**config.mk**
```make
export PLATFORM = sky130hd
export DESIGN_NAME = rtc_prescaled_counter_alarm_unit
export DESIGN_NICKNAME = d
export VERILOG_FILES = /design/src/hdl/rtc_pkg.sv /design/src/hdl/rtc_timebase.sv /design/src/hdl/rtc_prescaled_counter_alarm_unit.sv
export VERILOG_INCLUDE_DIRS = /design/src /design/src/hdl
export SDC_FILE = /design/constraint.sdc
export NUM_CORES = 1
export LEC_CHECK = 0
export BUFFER_PORTS_ARGS = -buffer_cell sky130_fd_sc_hd__buf_2
export CORE_MARGIN = 4
export CORE_UTILIZATION = 30
export DETAILED_ROUTE_END_ITERATION = 16
export GPL_TIMING_DRIVEN = 0
export REMOVE_ABC_BUFFERS = 1
export SLEW_MARGIN = 20
export SYNTH_ARGS = -nofsm -noshare
export SYNTH_HDL_FRONTEND = slang
export SYNTH_HIERARCHICAL = 1
export SYNTH_SLANG_ARGS = --single-unit
```
**constraint.sdc**
```tcl
create_clock -name i_clk -period 6.7 [get_ports i_clk]
set_input_delay 0 -clock i_clk [delete_from_list [all_inputs] [get_ports i_clk]]
set_output_delay 0 -clock i_clk [all_outputs]
set_load 0.02 [all_outputs]
```
**src/hdl/assert_macros.svh**
```systemverilog
// Assertion macros used by the top-level RTL file of the real-time clock.
`ifndef ASSERT_MACROS_SVH
`define ASSERT_MACROS_SVH
`ifndef SYNTHESIS
`define RTC_ASSERT(lbl, prop, msg) \
    lbl: assert property (@(posedge i_clk) disable iff (!i_rst_n) prop) else $error(msg);
`define RTC_ASSERT_RST(lbl, prop, msg) \
    lbl: assert property (@(posedge i_clk) prop) else $error(msg);
`else
`define RTC_ASSERT(lbl, prop, msg)
`define RTC_ASSERT_RST(lbl, prop, msg)
`endif
`endif

```
**src/hdl/rtc_pkg.sv**
```systemverilog
// Package with command codes, register indexes and status bit positions of the real-time clock.
package rtc_pkg;

    typedef enum logic [1:0] {
        CMD_TICK  = 2'd0,
        CMD_READ  = 2'd1,
        CMD_WRITE = 2'd2
    } t_cmd;

    typedef enum logic [2:0] {
        REG_CONTROL  = 3'd0,
        REG_STATUS   = 3'd1,
        REG_RELOAD   = 3'd2,
        REG_DIVIDER  = 3'd3,
        REG_COUNTER  = 3'd4,
        REG_ALARM    = 3'd5
    } t_reg_index;

    localparam int DATA_WIDTH    = 32;
    localparam int NUM_FLAGS     = 4;
    localparam int NUM_ENABLES   = 3;

    // Bit positions in the flag vector and the status register.
    localparam int FLAG_SEC      = 0;
    localparam int FLAG_ALR      = 1;
    localparam int FLAG_OVF      = 2;
    localparam int FLAG_SYNC     = 3;
    localparam int STAT_CONFIG   = 4;

    typedef logic [DATA_WIDTH-1:0]  t_word;
    typedef logic [NUM_FLAGS-1:0]   t_flags;
    typedef logic [NUM_ENABLES-1:0] t_enables;

endpackage

```
**src/hdl/rtc_timebase.sv**
```systemverilog
// Down-counting prescaler that divides time ticks into counter increments.
module rtc_timebase #(
    parameter int PRESCALER_WIDTH = 20
) (
    input  logic                       i_clk,
    input  logic                       i_rst_n,
    input  logic                       i_tick,
    input  logic [PRESCALER_WIDTH-1:0] i_reload,
    output logic [PRESCALER_WIDTH-1:0] o_divider,
    output logic                       o_wrap
);

    logic [PRESCALER_WIDTH-1:0] r_divider;
    logic [PRESCALER_WIDTH-1:0] n_divider;

    // A tick that finds the divider at zero reloads it and ends one period.
    assign o_wrap    = i_tick && (r_divider == '0);
    assign o_divider = r_divider;

    always_comb begin
        n_divider = r_divider;
        if (o_wrap) begin
            n_divider = i_reload;
        end else if (i_tick) begin
            n_divider = r_divider - PRESCALER_WIDTH'(1);
        end
    end

    always_ff @(posedge i_clk) begin
        if (!i_rst_n) begin
            r_divider <= '0;
        end else begin
            r_divider <= n_divider;
        end
    end

endmodule

```
**src/hdl/rtc_prescaled_counter_alarm_unit.sv**
```systemverilog
// Top level of the real-time clock: register file, seconds counter, alarm and interrupt.
// Each item's result is registered and becomes visible in the cycle after the item is accepted.
// Throughput is one item per cycle; a stalled result holds the input only while it is unread.
// The cycle is set by the 32-bit counter increment and the alarm compare on its sum.
// Synchronous reset: clock state cleared, alarm all ones, no result pending.
module rtc_prescaled_counter_alarm_unit #(
    parameter int PRESCALER_WIDTH = 20
) (
    input  logic               i_clk,
    input  logic               i_rst_n,
    input  logic               i_in_valid,
    output logic               o_in_stall,
    input  logic [1:0]         i_cmd,
    input  logic [2:0]         i_reg_index,
    input  rtc_pkg::t_word     i_write_data,
    output logic               o_out_valid,
    input  logic               i_out_stall,
    output rtc_pkg::t_word     o_read_data,
    output logic               o_irq,
    output logic               o_write_ignored
);
    import rtc_pkg::*;

    `include "assert_macros.svh"

    logic [PRESCALER_WIDTH-1:0] r_reload;
    logic [PRESCALER_WIDTH-1:0] n_reload;
    logic [PRESCALER_WIDTH-1:0] w_divider;
    t_word                      r_seconds;
    t_word                      n_seconds;
    t_word                      r_alarm;
    t_word                      n_alarm;
    t_flags                     r_flags;
    t_flags                     n_flags;
    t_enables                   r_enables;
    t_enables                   n_enables;
    logic                       r_config;
    logic                       n_config;

    logic   r_out_valid;
    t_word  r_read_data;
    logic   r_irq;
    logic   r_write_ignored;

    logic   w_in_acc;
    logic   w_tick;
    logic   w_wrap;
    t_word  w_seconds_inc;
    t_word  w_rd;
    logic   w_ign;

    // The input waits only while a finished result is held by the consumer.
    assign o_in_stall = r_out_valid && i_out_stall;
    assign w_in_acc   = i_in_valid && !o_in_stall;
    assign w_tick     = w_in_acc && (i_cmd == CMD_TICK);

    rtc_timebase #(
        .PRESCALER_WIDTH(PRESCALER_WIDTH)
    ) u_timebase (
        .i_clk     (i_clk),
        .i_rst_n   (i_rst_n),
        .i_tick    (w_tick),
        .i_reload  (r_reload),
        .o_divider (w_divider),
        .o_wrap    (w_wrap)
    );

    assign w_seconds_inc = r_seconds + DATA_WIDTH'(1);

    always_comb begin
        n_reload  = r_reload;
        n_seconds = r_seconds;
        n_alarm   = r_alarm;
        n_flags   = r_flags;
        n_enables = r_enables;
        n_config  = r_config;
        w_rd      = '0;
        w_ign     = 1'b0;
        if (w_in_acc) begin
            unique case (i_cmd)
                CMD_TICK: begin
                    if (w_wrap) begin
                        n_seconds           = w_seconds_inc;
                        n_flags[FLAG_SEC]   = 1'b1;
                        n_flags[FLAG_SYNC]  = 1'b1;
                        if (w_seconds_inc == r_alarm) begin
                            n_flags[FLAG_ALR] = 1'b1;
                        end
                        if (w_seconds_inc == '0) begin
                            n_flags[FLAG_OVF] = 1'b1;
                        end
                    end
                end
                CMD_READ: begin
                    unique case (i_reg_index)
                        REG_CONTROL: w_rd = DATA_WIDTH'(r_enables);
                        REG_STATUS:  w_rd = {{(DATA_WIDTH-STAT_CONFIG-2){1'b0}}, 1'b1,
                                             r_config, r_flags};
                        REG_RELOAD:  w_rd = DATA_WIDTH'(r_reload);
                        REG_DIVIDER: w_rd = DATA_WIDTH'(w_divider);
                        REG_COUNTER: w_rd = r_seconds;
                        REG_ALARM:   w_rd = r_alarm;
                        default:     w_rd = '0;
                    endcase
                end
                CMD_WRITE: begin
                    unique case (i_reg_index)
                        REG_CONTROL: n_enables = i_write_data[NUM_ENABLES-1:0];
                        REG_STATUS: begin
                            // Writing zero clears a flag; writing one never sets it.
                            n_flags  = r_flags & i_write_data[NUM_FLAGS-1:0];
                            n_config = i_write_data[STAT_CONFIG];
                        end
                        REG_RELOAD: begin
                            if (r_config) begin
                                n_reload = i_write_data[PRESCALER_WIDTH-1:0];
                            end else begin
                                w_ign = 1'b1;
                            end
                        end
                        REG_COUNTER: begin
                            if (r_config) begin
                                n_seconds = i_write_data;
                            end else begin
                                w_ign = 1'b1;
                            end
                        end
                        REG_ALARM: begin
                            if (r_config) begin
                                n_alarm = i_write_data;
                            end else begin
                                w_ign = 1'b1;
                            end
                        end
                        default: w_ign = 1'b1;
                    endcase
                end
                default: begin
                end
            endcase
        end
    end

    always_ff @(posedge i_clk) begin
        if (!i_rst_n) begin
            r_reload    <= '0;
            r_seconds   <= '0;
            r_alarm     <= '1;
            r_flags     <= '0;
            r_enables   <= '0;
            r_config    <= 1'b0;
            r_out_valid <= 1'b0;
        end else begin
            r_reload  <= n_reload;
            r_seconds <= n_seconds;
            r_alarm   <= n_alarm;
            r_flags   <= n_flags;
            r_enables <= n_enables;
            r_config  <= n_config;
            if (w_in_acc) begin
                r_out_valid <= 1'b1;
            end else if (!i_out_stall) begin
                r_out_valid <= 1'b0;
            end
        end
    end

    always_ff @(posedge i_clk) begin
        if (w_in_acc) begin
            r_read_data     <= w_rd;
            r_irq           <= |(n_flags[NUM_ENABLES-1:0] & n_enables);
            r_write_ignored <= w_ign;
        end
    end

    assign o_out_valid     = r_out_valid;
    assign o_read_data     = r_read_data;
    assign o_irq           = r_irq;
    assign o_write_ignored = r_write_ignored;

    `RTC_ASSERT(a_stall_only_when_full, o_in_stall |-> o_out_valid, "input stalled with no result held")
    `RTC_ASSERT(a_ignored_reads_zero, (o_out_valid && o_write_ignored) |-> (o_read_data == '0), "refused write carries read data")
    `RTC_ASSERT(a_locked_counter, (w_in_acc && i_cmd == CMD_WRITE && i_reg_index == REG_COUNTER && !r_config) |=> $stable(r_seconds), "counter changed by a protected write")
    `RTC_ASSERT(a_irq_from_flags, (w_in_acc && n_flags[NUM_ENABLES-1:0] == '0) |=> !o_irq, "interrupt raised with no event flag")
    `RTC_ASSERT_RST(a_reset_state, !i_rst_n |=> (!r_config && r_alarm == '1 && !o_out_valid), "reset state wrong")

endmodule

```
==> results_dict.tcl <==
set metrics [dict create \
    min_period_ns 4.64 \
    synth_seq_cells 147 \
    yosys-top-cells-area "dfxtp_1 (25%), edfxtp_1 (11%), nand2_1 (6.8%), nor2_1 (4.8%), o21ai_0 (3.3%)" \
    clockBufferDepth 2 \
    viasPerCell 5.56 \
    dpl.hpwl_um 22200 \
    hold_viol_final 0 \
    synth.top_cell.area_share_pct 24.5 \
    grt_util_all_layers_pct 17.9 \
    startpoint "u_timebase/o_divider[11]$_SDFFE_PN0P_" \
    hp-start "i_rst_n" \
    synth-main-ff-cell "dfxtp_1" \
    gp_congestion 0.897 \
    crit_path_end_kind "register" \
    first_global_vias 8305 \
    cts_made_buffers 17 \
    antenna_found_initial 0 \
    clockRootBuffer "clkbuf_16" \
    hold_ws_ns 0.0366 \
    grt_use_met3_pct 2.92 \
    synth.most_common_cell "nand2_1" \
    rsz0062_at_grt "no" \
    firstDrtPassIters 5 \
    grt_max_degree 60 \
    port_buffers 76 \
    layout-drive-gt1-share_pct 14.3 \
    drcViolationCount 0 \
    cp.required_ns 6.96 \
    grt_util_met2_pct 26.8 \
    leakage_uw 0.00387 \
    nFillCells 3120 \
    worst-setup-path-type "register to register" \
    yosysSeqAreaShare_pct 35.6 \
    maxSlewViolCount 0 \
    synth-edff-count 34 \
    via_count 8946 \
    outcome "complete, no violations" \
    syn_area_um2 9220 \
    p_per_area_nw_per_um2 200 \
    dieArea_um2 33600 \
    synth_cell_type_count 85 \
    grt_pass1_wl_um 48100 \
    worstMarginPinSlew_ns 1.16 \
    initial_core_util_pct 30.8 \
    final_nets 1249 \
    stdcell_count 1609 \
    fin_crit_sh_pct 69.3 \
    grt_busiest_layer "met2" \
    clock.fmax_mhz 215 \
    use_met1_pct 26.3 \
    wl_um 30600 \
    syn_area_per_cell_um2 7.98 \
    die_x_um 183 \
    path_clk_slew_ns 0.07 \
    tritoncts "yes" \
    ios 77 \
    final.setup.tns_ns 0 \
    final_antenna_net_count 0 \
    place_inst 1543 \
    synthArstFlopShare_pct 0 \
    rows 63 \
    hold_class "input port to register" \
    area_growth_pct 18.3 \
    worstPathMaxFanout 15 \
    overflow 0 \
    peakVddDrop_uv 135 \
    critPathLaunchType "register" \
    relSlewSlack_pct 22.3 \
    cts.sinks 147 \
    cap_violations 0 \
    synth_warnings 6 \
    cts_htree_levels 4 \
    drt_iter0_drc 968 \
    r2r-start "u_timebase/o_divider[11]$_SDFFE_PN0P_" \
    wl_per_cell_um 19.0 \
    cts_setup_buffers 0 \
    worstPathArrival_ns 4.90 \
    clock_skew_ns 0.0121 \
    setup_viol 0 \
    synth_cells 1155 \
    clkLatencyLatePin_ns 0.43 \
    fp.dieH_um 183 \
    core_area_um2 30000 \
    yosysTopAreaCell "dfxtp_1" \
    synthTopCellsByCount "nand2_1 (166), nor2_1 (118), dfxtp_1 (113), clkbuf_1 (68), o21ai_0 (61)" \
    n_antenna_cell 0 \
]
[worst max-delay path: stages, from the launching register on]
cell and delay [ns]:
dfxtp_1 0.38, or4_1 0.62, nor3_2 0.90, nand2_1 0.24, inv_1 0.34, nor2b_1 0.28, nand3b_1 0.15, nor3_1 0.28
o211ai_1 0.16, nor4_1 0.36, nand3_1 0.12, or4_4 0.47, o221ai_2 0.18
[layout by cell type (no fill, tap or decap), types with 5 or more instances in the layout]
cell type / count
nor2_1: 116
nor4_1: 13
nor3_1: 34
a41oi_1: 5
or3_1: 10
nor3_2: 8
nand3b_1: 5
nor3b_1: 7
o21a_1: 7
a21oi_1: 46
dfxtp_1: 113
nor4_2: 5
nand3_1: 55
buf_4: 7
buf_2: 75
and3_1: 6
o31ai_1: 7
mux2i_1: 28
o211ai_1: 9
nand2_1: 166
nor2b_1: 12
a221oi_1: 16
xnor2_1: 30
or4_1: 11
nand2b_1: 7
a22oi_1: 21
edfxtp_1: 34
clkbuf_16: 17
and2_1: 28
xor2_1: 15
o21ai_0: 61
inv_1: 17
nand4_1: 23
o22ai_1: 8
a21boi_0: 26
a31oi_1: 14
dlygate4sd3_1: 34
[final timing paths]
| kind | depth (start not counted) | endpoint | slack [ns] |
|---|---|---|---|
| max | 12 | o_irq$_DFFE_PP_ | 2.06 |
| min | 2 | r_alarm[16]$_SDFFE_PN1P_ | 0.04 |
| max reg2reg | 12 | o_irq$_DFFE_PP_ | 2.06 |
| min reg2reg | 2 | r_reload[9]$_SDFFE_PN0P_ | 0.48 |
[per-layer routing]
metal  wire [um]  up-vias
li1            -     4301
met1       14400     4279
met4         685        0
met2       13400      323
met3        2060       43
met5           0        -
[state kept, by name, summed over array words and instances (netlist names)]
register / count
o_irq: 1
o_out_valid: 1
o_read_data: 32
o_write_ignored: 1
r_alarm: 32
r_config: 1
r_enables: 3
r_flags: 4
r_reload: 20
r_seconds: 32
u_timebase/o_divider: 20
[layout make-up]
cell class | count | area, um2 | area share (%)
clock buffers | 21 | 460 | 4.22
clock inverters | 11 | 100 | 0.918
inverters | 20 | 75.1 | 0.688
multi-input cells | 893 | 5520 | 50.6
flip-flops and latches | 147 | 3280 | 30.1
well taps | 390 | 488 | 4.48
repair buffers | 127 | 980 | 8.98
[per-stage QoR]
step | utilization, % | instance area (um2) | total power, uW | setup slack (ns)
after floorplan | - | 8800 | 1120 | 1.65
after global routing | 36.4 | 10900 | 2260 | 1.82
after CTS | 36.4 | 10900 | 2190 | 2.14
after detailed placement | 33.4 | 10000 | 1240 | 2.17
final | 36.4 | 10900 | 2180 | 2.06
after global placement | 32.3 | 9670 | 1230 | -1.82
[what timing repair did]
action / 4_1_cts / 5_1_grt
endpoints found under the hold margin: 66 / 0
hold buffers: 34 / 0
resized for setup: 0 / 0
[report_power, final]
part / switching (uW) / internal, uW
logic: 192 / 98.9
clock network: 402 / 532
registers: 23.3 / 928
[kinds of logic after synthesis]
logic type | synth area share (%)
DFF | 35.6
buffers and inverters | 5.28
and+or+nand+nor | 30.5
xor gates and xnor gates | 4.53
muxes | 4.02
AOI/OAI and AO/OA | 19.7
adders and majority gates | 0.271
(Power assumes the default switching activity.)
